$ cat src/rtl/amavg_pkg.sv
// Package of the altitude moving average unit: field widths, defaults,
// operation codes, controller states and the command and status structs.
`timescale 1ns / 1ps
`default_nettype none

package amavg_pkg;

  localparam int ALT_W           = 24;
  localparam int FILT_W          = 24;
  localparam int REL_W           = 25;
  localparam int WINDOW_DEF      = 16;
  localparam int SAMPLE_BITS_DEF = 24;

  localparam logic OP_FILTER  = 1'b0;
  localparam logic OP_CAPTURE = 1'b1;

  typedef enum logic [2:0] {
    ST_IDLE,
    ST_SET_REF,
    ST_READ,
    ST_UPDATE,
    ST_DIV_LOAD,
    ST_DIVIDE,
    ST_DIV_END,
    ST_FINISH
  } state_t;

  typedef struct packed {
    logic load;        // capture the input beat
    logic acc_sample;  // read oldest entry, add new sample to the sum
    logic update;      // retire oldest entry, store the sample, advance slot
    logic div_load;    // load the divider from the running sum
    logic div_step;    // one restoring division step
    logic mean;        // apply the sign and store the mean
    logic capture;     // latch the sample as reference altitude
    logic finish;      // load the output register
  } cmd_t;

  typedef struct packed {
    logic div_done;
  } status_t;

endpackage

`default_nettype wire

$ cat src/rtl/amavg_sample_if.sv
// Input channel of the altitude moving average unit: valid/ready plus payload.
// Depends on amavg_pkg for the field width.
`timescale 1ns / 1ps
`default_nettype none

interface amavg_sample_if;
  logic                              valid;
  logic                              ready;
  logic                              op;
  logic signed [amavg_pkg::ALT_W-1:0] altitude_cm;

  modport source (output valid, output op, output altitude_cm, input ready);
  modport sink (input valid, input op, input altitude_cm, output ready);
endinterface

`default_nettype wire

$ cat src/rtl/amavg_result_if.sv
// Output channel of the altitude moving average unit: valid/ready plus payload.
// Depends on amavg_pkg for the field widths.
`timescale 1ns / 1ps
`default_nettype none

interface amavg_result_if;
  logic                               valid;
  logic                               ready;
  logic signed [amavg_pkg::FILT_W-1:0] filtered_cm;
  logic signed [amavg_pkg::REL_W-1:0]  relative_cm;

  modport source (output valid, output filtered_cm, output relative_cm, input ready);
  modport sink (input valid, input filtered_cm, input relative_cm, output ready);
endinterface

`default_nettype wire

$ cat src/rtl/amavg_ctrl.sv
// Controller of the altitude moving average unit: sequences one item at a time
// and owns the handshake flags. Depends on amavg_pkg.
`timescale 1ns / 1ps
`default_nettype none

module amavg_ctrl (
  input  wire logic               clk,
  input  wire logic               rst,
  input  wire logic               in_valid,
  input  wire logic               in_op,
  output logic                    in_ready,
  input  wire logic               out_ready,
  output logic                    out_valid,
  output amavg_pkg::cmd_t         cmd,
  input  wire amavg_pkg::status_t status
);

  amavg_pkg::state_t state, state_next;
  logic              out_valid_next;

  always_ff @(posedge clk) begin
    if (rst) begin
      state     <= amavg_pkg::ST_IDLE;
      out_valid <= 1'b0;
    end else begin
      state     <= state_next;
      out_valid <= out_valid_next;
    end
  end

  always_comb begin
    state_next     = state;
    cmd            = '0;
    in_ready       = 1'b0;
    out_valid_next = out_valid && !out_ready;
    unique case (state)
      amavg_pkg::ST_IDLE: begin
        in_ready = 1'b1;
        if (in_valid) begin
          cmd.load = 1'b1;
          if (in_op == amavg_pkg::OP_CAPTURE) begin
            state_next = amavg_pkg::ST_SET_REF;
          end else begin
            state_next = amavg_pkg::ST_READ;
          end
        end
      end
      amavg_pkg::ST_SET_REF: begin
        cmd.capture = 1'b1;
        state_next  = amavg_pkg::ST_FINISH;
      end
      amavg_pkg::ST_READ: begin
        cmd.acc_sample = 1'b1;
        state_next     = amavg_pkg::ST_UPDATE;
      end
      amavg_pkg::ST_UPDATE: begin
        cmd.update = 1'b1;
        state_next = amavg_pkg::ST_DIV_LOAD;
      end
      amavg_pkg::ST_DIV_LOAD: begin
        cmd.div_load = 1'b1;
        state_next   = amavg_pkg::ST_DIVIDE;
      end
      amavg_pkg::ST_DIVIDE: begin
        cmd.div_step = 1'b1;
        if (status.div_done) begin
          state_next = amavg_pkg::ST_DIV_END;
        end
      end
      amavg_pkg::ST_DIV_END: begin
        cmd.mean   = 1'b1;
        state_next = amavg_pkg::ST_FINISH;
      end
      amavg_pkg::ST_FINISH: begin
        if (!out_valid || out_ready) begin
          cmd.finish     = 1'b1;
          out_valid_next = 1'b1;
          state_next     = amavg_pkg::ST_IDLE;
        end
      end
      default: begin
        state_next = amavg_pkg::ST_IDLE;
      end
    endcase
  end

endmodule

`default_nettype wire

$ cat src/rtl/amavg_datapath.sv
// Datapath of the altitude moving average unit: sample window memory, running
// sum, restoring divider, reference and output registers. Depends on amavg_pkg.
`timescale 1ns / 1ps
`default_nettype none

module amavg_datapath #(
  parameter int WINDOW      = amavg_pkg::WINDOW_DEF,
  parameter int SAMPLE_BITS = amavg_pkg::SAMPLE_BITS_DEF
) (
  input  wire logic                                clk,
  input  wire logic                                rst,
  input  wire amavg_pkg::cmd_t                     cmd,
  output amavg_pkg::status_t                       status,
  input  wire logic signed [amavg_pkg::ALT_W-1:0]  altitude_cm,
  output logic signed [amavg_pkg::FILT_W-1:0]      filtered_cm,
  output logic signed [amavg_pkg::REL_W-1:0]       relative_cm
);

  localparam int SLOT_W = $clog2(WINDOW);
  localparam int CNT_W  = $clog2(WINDOW + 1);
  localparam int SUM_W  = SAMPLE_BITS + $clog2(WINDOW) + 1;
  localparam int STEP_W = $clog2(SUM_W);
  localparam int RAW_W  = (SAMPLE_BITS > amavg_pkg::ALT_W) ? SAMPLE_BITS : amavg_pkg::ALT_W;
  localparam int EXT_W  = (SAMPLE_BITS + 1 > amavg_pkg::REL_W) ? SAMPLE_BITS + 1
                                                               : amavg_pkg::REL_W;

  logic        [SAMPLE_BITS-1:0] win_mem [WINDOW];
  logic signed [SAMPLE_BITS-1:0] old_sample;
  logic signed [SAMPLE_BITS-1:0] sample;
  logic signed [SUM_W-1:0]       window_sum;
  logic        [CNT_W-1:0]       fill_count;
  logic        [SLOT_W-1:0]      oldest_slot;
  logic signed [SAMPLE_BITS-1:0] reference_cm;
  logic signed [SAMPLE_BITS-1:0] last_mean;
  logic        [SUM_W-1:0]       div_num;
  logic        [CNT_W-1:0]       div_rem;
  logic                          div_neg;
  logic        [STEP_W-1:0]      div_count;

  logic [RAW_W-1:0] alt_raw;
  logic             full;
  logic [SUM_W-1:0] sum_abs;
  logic [CNT_W:0]   trial;
  logic [CNT_W:0]   diff;
  logic             take;
  logic [SUM_W-1:0] quot_signed;
  logic signed [EXT_W-1:0] mean_ext;
  logic signed [EXT_W-1:0] ref_ext;
  logic signed [EXT_W-1:0] rel_ext;

  // Bits above the input field read as zero; the sample sign comes from its top bit.
  assign alt_raw     = RAW_W'(unsigned'(altitude_cm));
  assign full        = (fill_count == CNT_W'(WINDOW));
  assign sum_abs     = window_sum[SUM_W-1] ? SUM_W'(-window_sum) : SUM_W'(window_sum);
  assign trial       = {div_rem, div_num[SUM_W-1]};
  assign diff        = trial - {1'b0, fill_count};
  assign take        = (trial >= {1'b0, fill_count});
  assign quot_signed = div_neg ? (~div_num + 1'b1) : div_num;
  assign mean_ext    = EXT_W'(last_mean);
  assign ref_ext     = EXT_W'(reference_cm);
  assign rel_ext     = mean_ext - ref_ext;

  assign status.div_done = (div_count == STEP_W'(SUM_W - 1));

  // Window memory: one read and one write port, registered read data.
  always_ff @(posedge clk) begin
    if (cmd.acc_sample) begin
      old_sample <= win_mem[oldest_slot];
    end
    if (cmd.update) begin
      win_mem[oldest_slot] <= sample;
    end
  end

  always_ff @(posedge clk) begin
    if (rst) begin
      window_sum   <= '0;
      fill_count   <= '0;
      oldest_slot  <= '0;
      reference_cm <= '0;
      last_mean    <= '0;
    end else begin
      if (cmd.acc_sample) begin
        window_sum <= window_sum + SUM_W'(sample);
      end
      if (cmd.update) begin
        if (full) begin
          window_sum <= window_sum - SUM_W'(old_sample);
        end else begin
          fill_count <= fill_count + 1'b1;
        end
        if (oldest_slot == SLOT_W'(WINDOW - 1)) begin
          oldest_slot <= '0;
        end else begin
          oldest_slot <= oldest_slot + 1'b1;
        end
      end
      if (cmd.capture) begin
        reference_cm <= sample;
      end
      if (cmd.mean) begin
        last_mean <= quot_signed[SAMPLE_BITS-1:0];
      end
    end
  end

  // Payload registers: sample latch, divider and output.
  always_ff @(posedge clk) begin
    if (cmd.load) begin
      sample <= alt_raw[SAMPLE_BITS-1:0];
    end
    if (cmd.div_load) begin
      div_num   <= sum_abs;
      div_neg   <= window_sum[SUM_W-1];
      div_rem   <= '0;
      div_count <= '0;
    end else if (cmd.div_step) begin
      div_count <= div_count + 1'b1;
      div_num   <= {div_num[SUM_W-2:0], take};
      div_rem   <= take ? diff[CNT_W-1:0] : trial[CNT_W-1:0];
    end
    if (cmd.finish) begin
      filtered_cm <= mean_ext[amavg_pkg::FILT_W-1:0];
      relative_cm <= rel_ext[amavg_pkg::REL_W-1:0];
    end
  end

endmodule

`default_nettype wire

$ cat src/rtl/altitude_moving_average_unit.sv
// Top level of the altitude moving average unit: joins the controller and the
// datapath to the two channels. Depends on amavg_pkg and the channel interfaces.
//
//   Channel   Direction   Beat payload
//   sample    in          op (filter or capture), altitude_cm (24-bit signed)
//   result    out         filtered_cm (24-bit signed), relative_cm (25-bit signed)
//
// A filter beat passes through read, update, divider load, the bit-serial restoring
// divider, which takes one step per bit of SUM_W = SAMPLE_BITS + clog2(WINDOW) + 1,
// then mean and finish; a capture beat sets the reference and then finishes.
// Reset clears the sum, fill count, slot pointer, reference and last mean.
// A stalled result waits in the output register; the next sample beat may be
// taken meanwhile, and its result waits until the stalled one has gone.
`timescale 1ns / 1ps
`default_nettype none

module altitude_moving_average_unit #(
  parameter int WINDOW      = amavg_pkg::WINDOW_DEF,
  parameter int SAMPLE_BITS = amavg_pkg::SAMPLE_BITS_DEF
) (
  input wire logic        clk,
  input wire logic        rst,
  amavg_sample_if.sink    sample,
  amavg_result_if.source  result
);

  // Commands from the controller, status back from the datapath.
  amavg_pkg::cmd_t    cmd;
  amavg_pkg::status_t status;

  // Filter beats go read, update, divide, finish; capture beats go set-ref, finish.
  amavg_ctrl u_ctrl (
    .clk       (clk),
    .rst       (rst),
    .in_valid  (sample.valid),
    .in_op     (sample.op),
    .in_ready  (sample.ready),
    .out_ready (result.ready),
    .out_valid (result.valid),
    .cmd       (cmd),
    .status    (status)
  );

  // The datapath holds the window, the running sum and the divider. The mean is
  // truncated toward zero by dividing the magnitude and restoring the sign.
  amavg_datapath #(
    .WINDOW      (WINDOW),
    .SAMPLE_BITS (SAMPLE_BITS)
  ) u_datapath (
    .clk         (clk),
    .rst         (rst),
    .cmd         (cmd),
    .status      (status),
    .altitude_cm (sample.altitude_cm),
    .filtered_cm (result.filtered_cm),
    .relative_cm (result.relative_cm)
  );

endmodule

`default_nettype wire

$ cat src/flat_wrapper.sv
// flat-port wrapper written by rule: the top's interface ports become plain ports
module altitude_moving_average_unit_flat 
#(
  parameter int WINDOW      = amavg_pkg::WINDOW_DEF,
  parameter int SAMPLE_BITS = amavg_pkg::SAMPLE_BITS_DEF
)
  (clk, rst, sample_valid, sample_op, sample_altitude_cm, sample_ready, result_valid, result_filtered_cm, result_relative_cm, result_ready);
  amavg_sample_if sample_i ();
  amavg_result_if result_i ();
  input wire logic clk;
  input wire logic rst;
  input wire logic [$bits(sample_i.valid)-1:0] sample_valid;
  input wire logic [$bits(sample_i.op)-1:0] sample_op;
  input wire logic [$bits(sample_i.altitude_cm)-1:0] sample_altitude_cm;
  output wire logic [$bits(sample_i.ready)-1:0] sample_ready;
  output wire logic [$bits(result_i.valid)-1:0] result_valid;
  output wire logic [$bits(result_i.filtered_cm)-1:0] result_filtered_cm;
  output wire logic [$bits(result_i.relative_cm)-1:0] result_relative_cm;
  input wire logic [$bits(result_i.ready)-1:0] result_ready;
  assign sample_i.valid = sample_valid;
  assign sample_i.op = sample_op;
  assign sample_i.altitude_cm = sample_altitude_cm;
  assign sample_ready = sample_i.ready;
  assign result_valid = result_i.valid;
  assign result_filtered_cm = result_i.filtered_cm;
  assign result_relative_cm = result_i.relative_cm;
  assign result_i.ready = result_ready;
  altitude_moving_average_unit #(.WINDOW(WINDOW), .SAMPLE_BITS(SAMPLE_BITS)) u_core (.clk(clk), .rst(rst), .sample(sample_i), .result(result_i));
endmodule
$ cat config.mk
export PLATFORM = sky130hd
export DESIGN_NAME = altitude_moving_average_unit_flat
export DESIGN_NICKNAME = d
export VERILOG_FILES = /design/src/rtl/amavg_pkg.sv /design/src/rtl/amavg_sample_if.sv /design/src/rtl/amavg_result_if.sv /design/src/rtl/amavg_ctrl.sv /design/src/rtl/amavg_datapath.sv /design/src/rtl/altitude_moving_average_unit.sv /design/src/flat_wrapper.sv
export SDC_FILE = /design/constraint.sdc
export NUM_CORES = 1
export LEC_CHECK = 0
export ABC_CLOCK_PERIOD_IN_PS = 3900
export BUFFER_PORTS_ARGS = -buffer_cell sky130_fd_sc_hd__buf_4
export CAP_MARGIN = 10
export CORE_MARGIN = 8
export CORE_UTILIZATION = 62
export DETAILED_ROUTE_END_ITERATION = 8
export PLACE_DENSITY = 0.79
export SYNTH_ARGS = -nofsm -noshare
export SYNTH_HDL_FRONTEND = slang
export SYNTH_SLANG_ARGS = --single-unit
$ cat constraint.sdc
create_clock -name clk -period 3.9 [get_ports clk]
set_input_delay 0.195 -clock clk [delete_from_list [all_inputs] [get_ports clk]]
set_output_delay 0.195 -clock clk [all_outputs]
set_load 0.005 [all_outputs]
After elaboration in Yosys (flattened, before gate mapping)
Memories as Yosys holds them, arrays and structs flattened. A register that Yosys moved wholly into a read port is not among the register bits.
Cells that the tools add are included.
{"block": "word_totals", "ramBits": 384, "elab_cells": 78, "out_inout_bits": 51, "regBits": 203, "mem_count": 1}
{"block": "classes", "n_lt_le_gt_ge": 1, "mux": 29, "reduce_logical": 9, "eq_ne": 13, "bitwise": 2, "add_sub_neg": 9}
{"name": "u_core.u_datapath.win_mem", "depth": 16, "word_bits": 24, "read_ports": 1, "rd_clocked_by_memory_dff": 1, "write_ports": 1, "line": "amavg_datapath.sv:27", "text": "logic [SAMPLE_BITS-1:0] win_mem [WINDOW];"}
{"operator": "29-bit two-way mux", "n": 6}
{"operator": "29-bit by 24-bit adder with 29-bit output", "n": 1}
{"operator": "29-bit negator", "n": 1}
{"operator": "29-bit by 24-bit subtractor with 29-bit output", "n": 1}
{"operator": "24-bit by 24-bit subtractor with 25-bit output", "n": 1}
{"operator": "24-bit by 1-bit adder with 24-bit output (second input constant)", "n": 1}
{"operator": "24-bit two-way mux", "n": 1}
{"operator": "24-bit NOT", "n": 1}
{"operator": "3-bit case mux with 7 select lines", "n": 1}
{"operator": "1-bit two-way mux", "n": 15}
{"operator": "3-bit equality test (second input constant)", "n": 4}
{"operator": "5-bit by 1-bit adder with 5-bit output (second input constant)", "n": 2}
{"operator": "5-bit equality test (second input constant)", "n": 2}
{"operator": "3-bit two-way mux", "n": 3}
{"operator": "3-bit by 2-bit equality test with 1-bit output (second input constant)", "n": 2}
{"operator": "6-bit by 5-bit greater-or-equal comparator with 1-bit output", "n": 1}
{"operator": "5-bit two-way mux", "n": 1}
{"operator": "5-bit subtractor", "n": 1}
{"operator": "4-bit by 1-bit adder with 4-bit output (second input constant)", "n": 1}
{"operator": "4-bit equality test (second input constant)", "n": 1}
{"operator": "4-bit two-way mux", "n": 1}
{"operator": "2-bit inequality test (second input constant)", "n": 2}
{"operator": "3-bit by 1-bit equality test with 1-bit output (second input constant)", "n": 1}
{"operator": "3-bit zero test", "n": 1}
{"operator": "10 further kinds", "n": 11}

Logic depth before layout (Yosys ltp)
{"block": "logic_depth", "depth_word": 5, "mapped_depth": 12, "ltp_nobuf": 12}

Cells and area by module
From an unflattened synthesis, not the netlist that was laid out.
{"block": "hier_totals", "hier_cells": 1904, "hier_area_um2": 27901.8}
{"module": "amavg_datapath", "instances": 1, "seq_area_each_um2": 17266.6, "cells_each": 1866, "area_each_um2": 27594.0}
{"module": "amavg_ctrl", "instances": 1, "seq_area_each_um2": 80.1, "cells_each": 38, "area_each_um2": 307.8}

Worst setup path before layout
OpenSTA, ideal clock, no wires.
{"block": "synth_path", "path_kind": "flip-flop to flip-flop", "startpoint": "register u_core.u_datapath.oldest_slot[0]", "endpoint": "memory u_core.u_datapath.win_mem[0][0] in the netlist's numbering, enable pin", "setup_time_ns": 0.435, "path_slack_ns": 0.412, "stages_incl_launch_ff": 8, "arrival_time_ns": 3.053, "required_ns": 3.465, "synth_period_minus_slack_ns": 3.488, "n_path_buf": 3, "cell_sequence": "dfxtp_1 -> clkbuf_1 -> buf_2 -> clkbuf_1 -> inv_1 -> ha_1 -> nand2_1 -> nor3_1"}
{"item": "from (decl)", "line": "amavg_datapath.sv:32", "text": "logic [SLOT_W-1:0] oldest_slot;"}
{"item": "from (signal assigned)", "line": "amavg_datapath.sv:95", "text": "oldest_slot <= oldest_slot + 1'b1;"}
{"item": "to (decl)", "line": "amavg_datapath.sv:27"}
Straight into the memory's write port.

Final worst setup path
{"block": "layout_path", "startpoint": "register u_core.u_datapath.sample[8]", "endpoint": "register u_core.u_datapath.window_sum[27]"}
{"block": "layout_between", "elab_chain_cells": 4}
{"item": "from (decl)", "line": "amavg_datapath.sv:29", "text": "logic signed [SAMPLE_BITS-1:0] sample;"}
{"item": "from (signal assigned)", "line": "amavg_datapath.sv:110", "text": "sample <= alt_raw[SAMPLE_BITS-1:0];"}
{"item": "29-bit by 24-bit adder with 29-bit output (*)", "line": "amavg_datapath.sv:84", "text": "window_sum <= window_sum + SUM_W'(sample);"}
{"item": "29-bit two-way mux (*)", "line": "amavg_datapath.sv:83", "text": "if (cmd.acc_sample) begin"}
{"item": "29-bit two-way mux", "line": "amavg_datapath.sv:87", "text": "if (full) begin"}
{"item": "29-bit two-way mux (*)", "line": "amavg_datapath.sv:86", "text": "if (cmd.update) begin"}
{"item": "to (signal assigned)", "line": "amavg_datapath.sv:84"}
{"item": "to (signal assigned)", "line": "amavg_datapath.sv:88", "text": "window_sum <= window_sum - SUM_W'(old_sample);"}
{"item": "to (decl)", "line": "amavg_datapath.sv:30", "text": "logic signed [SUM_W-1:0] window_sum;"}
Every way passes the cells marked *; elsewhere a longest branch is shown, timed or not.
A chain may end at the register's enable or synchronous reset.

==> results.md <==
- Port Buffers: 79
- WP data required: 4.43 ns
- Clock transition at path regs: 0.06 ns
- Row Count: 77
- DRT Wirelength: 67070 µm
- Endpoint class of the critical path: register
- DP Wirelength: 42420 µm
- Fmax: 278.5 MHz
- Pwr dens: 549.9 nW/µm²
- Leakage: 11.11 nW
- Post-Syn Area: 27840 µm²
- Post-synth top area share: 0.5511
- Hold_ws: 0.2361 ns
- Largest net degree at the start of global routing: 92
- Initial drt markers: 1686
- Synth unique cells: 71
- Crit Path Class: reg2reg
- Clk_lat worst skew: 0.63 ns
- P&R area growth vs syn: 13.99%
- Via count: 17746
- Final TNS setup: 0 ns
- Critical Path Most Common Cell: a211oi_1
- Crit start category: register
- Crit path buffers/inverters: 0
- Actual slew at the worst max-slew pin: 1.054 ns
- GRT Util Overall: 0.2546
- Most frequent cells in the layout: edfxtp_1 (511), nand2_1 (185), buf_4 (146)
- Final setup fails: 0
- Vias in the first global route: 17842
- Core Box Area: 44320 µm²
- HP Class: in2reg
- Tcrit/Tclk final: 0.9208
- Clock skew: 0.02782 ns
- Sink Count: 611
- Hold Path Depth: 2
- Num CTS Buffers: 58
- DR pass1 iterations: 8
- Antenna Nets Post-Route: 0
- Cells after Synth: 2011
- DRC Markers: 0
- Layout Nets: 2284
- Inserted Diodes: 0
- RR Endpoint: u_core.u_datapath.window_sum[27]
- Initial Utilization: 0.6282
- Outcome: complete, no violations
- Leading area contributor after synthesis: edfxtp_1
- Max Cap Viol: 0
- CP arrival: 4.12 ns
- Mapped Nets: 2139
- # fillers: 2816
- Post-CTS setup buffers: 0
- Critical Path Source: u_core.u_datapath.sample[8]
- Top delay family on crit path: compound AO/OA/AOI/OAI gates
- Fin crit period: 3.591 ns
- Slowest CP cell: edfxtp_1
- Root buffer cell: clkbuf_16
- Critical-path cell list: ha_1, nand3_1, nor2_1, a211oi_1, nor4b_1, a41oi_1, o31ai_1, o221ai_1, mux2i_1, a211oi_1
- Die Area: 51940 µm²
- Hold EP: u_core.u_datapath.fill_count[0]
- VDD IR max: 0.3947 mV
- Final Slew Violations: 0
- RD Place Congestion: 0.9561
- First-pass GRT wire length: 103600 µm
- Share of post-route cells with drive strength above 1: 0.1818
- Core Util, Final: 0.7161
- Initial antenna violation count: 1
- RSZ-0062 raised after global routing: no
- CTS max path bufs: 3
- CP max stage delay: 0.67 ns
- Synth area leaders: edfxtp_1 (55%), mux4_2 (9.7%), dfxtp_1 (7.2%)
- Reg2Reg Depth: 10
- Final cell count without fillers: 2798
- Register area share after synthesis: 0.6230
- Syn avg cell area: 13.84 µm²
- Synth warnings: 0
- Io pins: 80
- CP max FO: 18
- FF-to-FF setup slack: 0.31 ns
- Die W: 227.9 µm
- Routed len/inst: 23.97 µm
- Vias per cell: 6.342
- Grt ovf: 0
- Htree depth: 2
- Number of synthesized flops with an enable pin: 511
- Count of final hold-check violations: 0
- TritonCTS clock tree: yes
- Worst rel slew slack: 0.2971
- #FFs+latches synth: 611
- Commonest non-fill, non-tap cell in the layout: edfxtp_1
- Predominant post-synthesis flop cell: edfxtp_1
- Die span in y: 227.9 µm
- Reg2reg start: u_core.u_datapath.sample[8]
- Hold_sp: rst
- Ys async rst share: 0
- Placed Cells: 2660
metrics by stage:
step,setup slack (ns),cell area [µm²],power [mW]
final,0.3091,31740,17.45
after global routing,0.08689,31740,18.16
after CTS,0.3230,31730,17.48
after detailed placement,0.3987,29440,11.61
after global placement,0.4611,29440,11.49
after floorplan,0.4117,27840,10.64
report_power, final:
part	leakage, nW	total (mW)	switching (mW)	internal (mW)
registers	5.44	7.94	0.364	7.58
clock network	0.972	5.87	2.50	3.37
logic	4.70	3.64	2.10	1.54
cell type report:
type | instances | area (µm²) | area share
Sequential cell | 611 | 17360 | 0.5469
Clock inverter | 36 | 424.2 | 0.01336
Tap cell | 592 | 740.7 | 0.02334
Timing Repair Buffer | 176 | 1416 | 0.04463
Inverter | 87 | 326.6 | 0.01029
Clock buffer | 74 | 1583 | 0.04987
Multi-Input combinational cell | 1222 | 9891 | 0.3116
per-layer routing:
layer,vias up,GRT usage,part of all wire
met2,898,0.4296,0.49
li1,7967,-,-
met1,8693,0.3281,0.39
met3,186,0.04170,0.084
met4,2,0.1027,0.038
met5,-,0,0.00019
worst max-delay path by stage:
stage	end	cells past startpoint
2_1_floorplan	u_core.u_datapath.win_mem[0][0]	7
3_3_place_gp	u_core.u_datapath.relative_cm[23]	11
3_5_place_dp	u_core.u_datapath.relative_cm[23]	11
4_1_cts	u_core.u_datapath.relative_cm[24]	12
5_1_grt	u_core.u_datapath.relative_cm[24]	12
6_report	u_core.u_datapath.window_sum[27]	10
worst register-to-register path, stage by stage (launching register included):
cell,delay [ns]
edfxtp_1,0.67
ha_1,0.52
nand3_1,0.11
nor2_1,0.18
a211oi_1,0.18
nor4b_1,0.63
a41oi_1,0.27
o31ai_1,0.42
o221ai_1,0.21
mux2i_1,0.15
a211oi_1,0.16
Yosys cell counts (33+ instances only):
cell and count:
edfxtp_1 511, a21o_1 33, mux4_2 120, nor2_1 110
dfxtp_1 100, a211oi_1 48, a21oi_1 125, clkbuf_1 71
xnor2_1 48, inv_1 85, ha_1 95, o21ai_0 104
nand2_1 185, xor2_1 69
registers in the layout, summed over array words and instances, names as in the netlist, 3 cells and up:
register and count:
u_core.u_datapath.div_num 29, u_core.u_datapath.reference_cm 24, u_core.u_datapath.sample 24, u_core.u_datapath.fill_count 5, u_core.u_datapath.old_sample 24, u_core.u_ctrl.state 3
u_core.u_datapath.relative_cm 25, u_core.u_datapath.filtered_cm 24, u_core.u_datapath.div_rem 5, u_core.u_datapath.win_mem 384, u_core.u_datapath.oldest_slot 4, u_core.u_datapath.last_mean 24
u_core.u_datapath.div_count 5, u_core.u_datapath.window_sum 29
kinds of logic after synthesis:
family	Yosys count	share of synthesized area
muxes	128	0.09999
xor gates and xnor gates	117	0.03681
adders and majority gates	99	0.04557
AOI/OAI and AO/OA	421	0.09505
and+or+nand+nor	457	0.07545
buffers and inverters	178	0.02409
DFF	611	0.6230
what timing repair did:
| action | 4_1_cts | 5_1_grt |
|---|---|---|
| gates resized for setup | 0 | 1 |
| endpoints found under the hold margin | 27 | 0 |
| hold buffers | 28 | 0 |
| setup endpoints to repair | 0 | 2 |
Note: power is estimated with default switching activity, not from simulation.
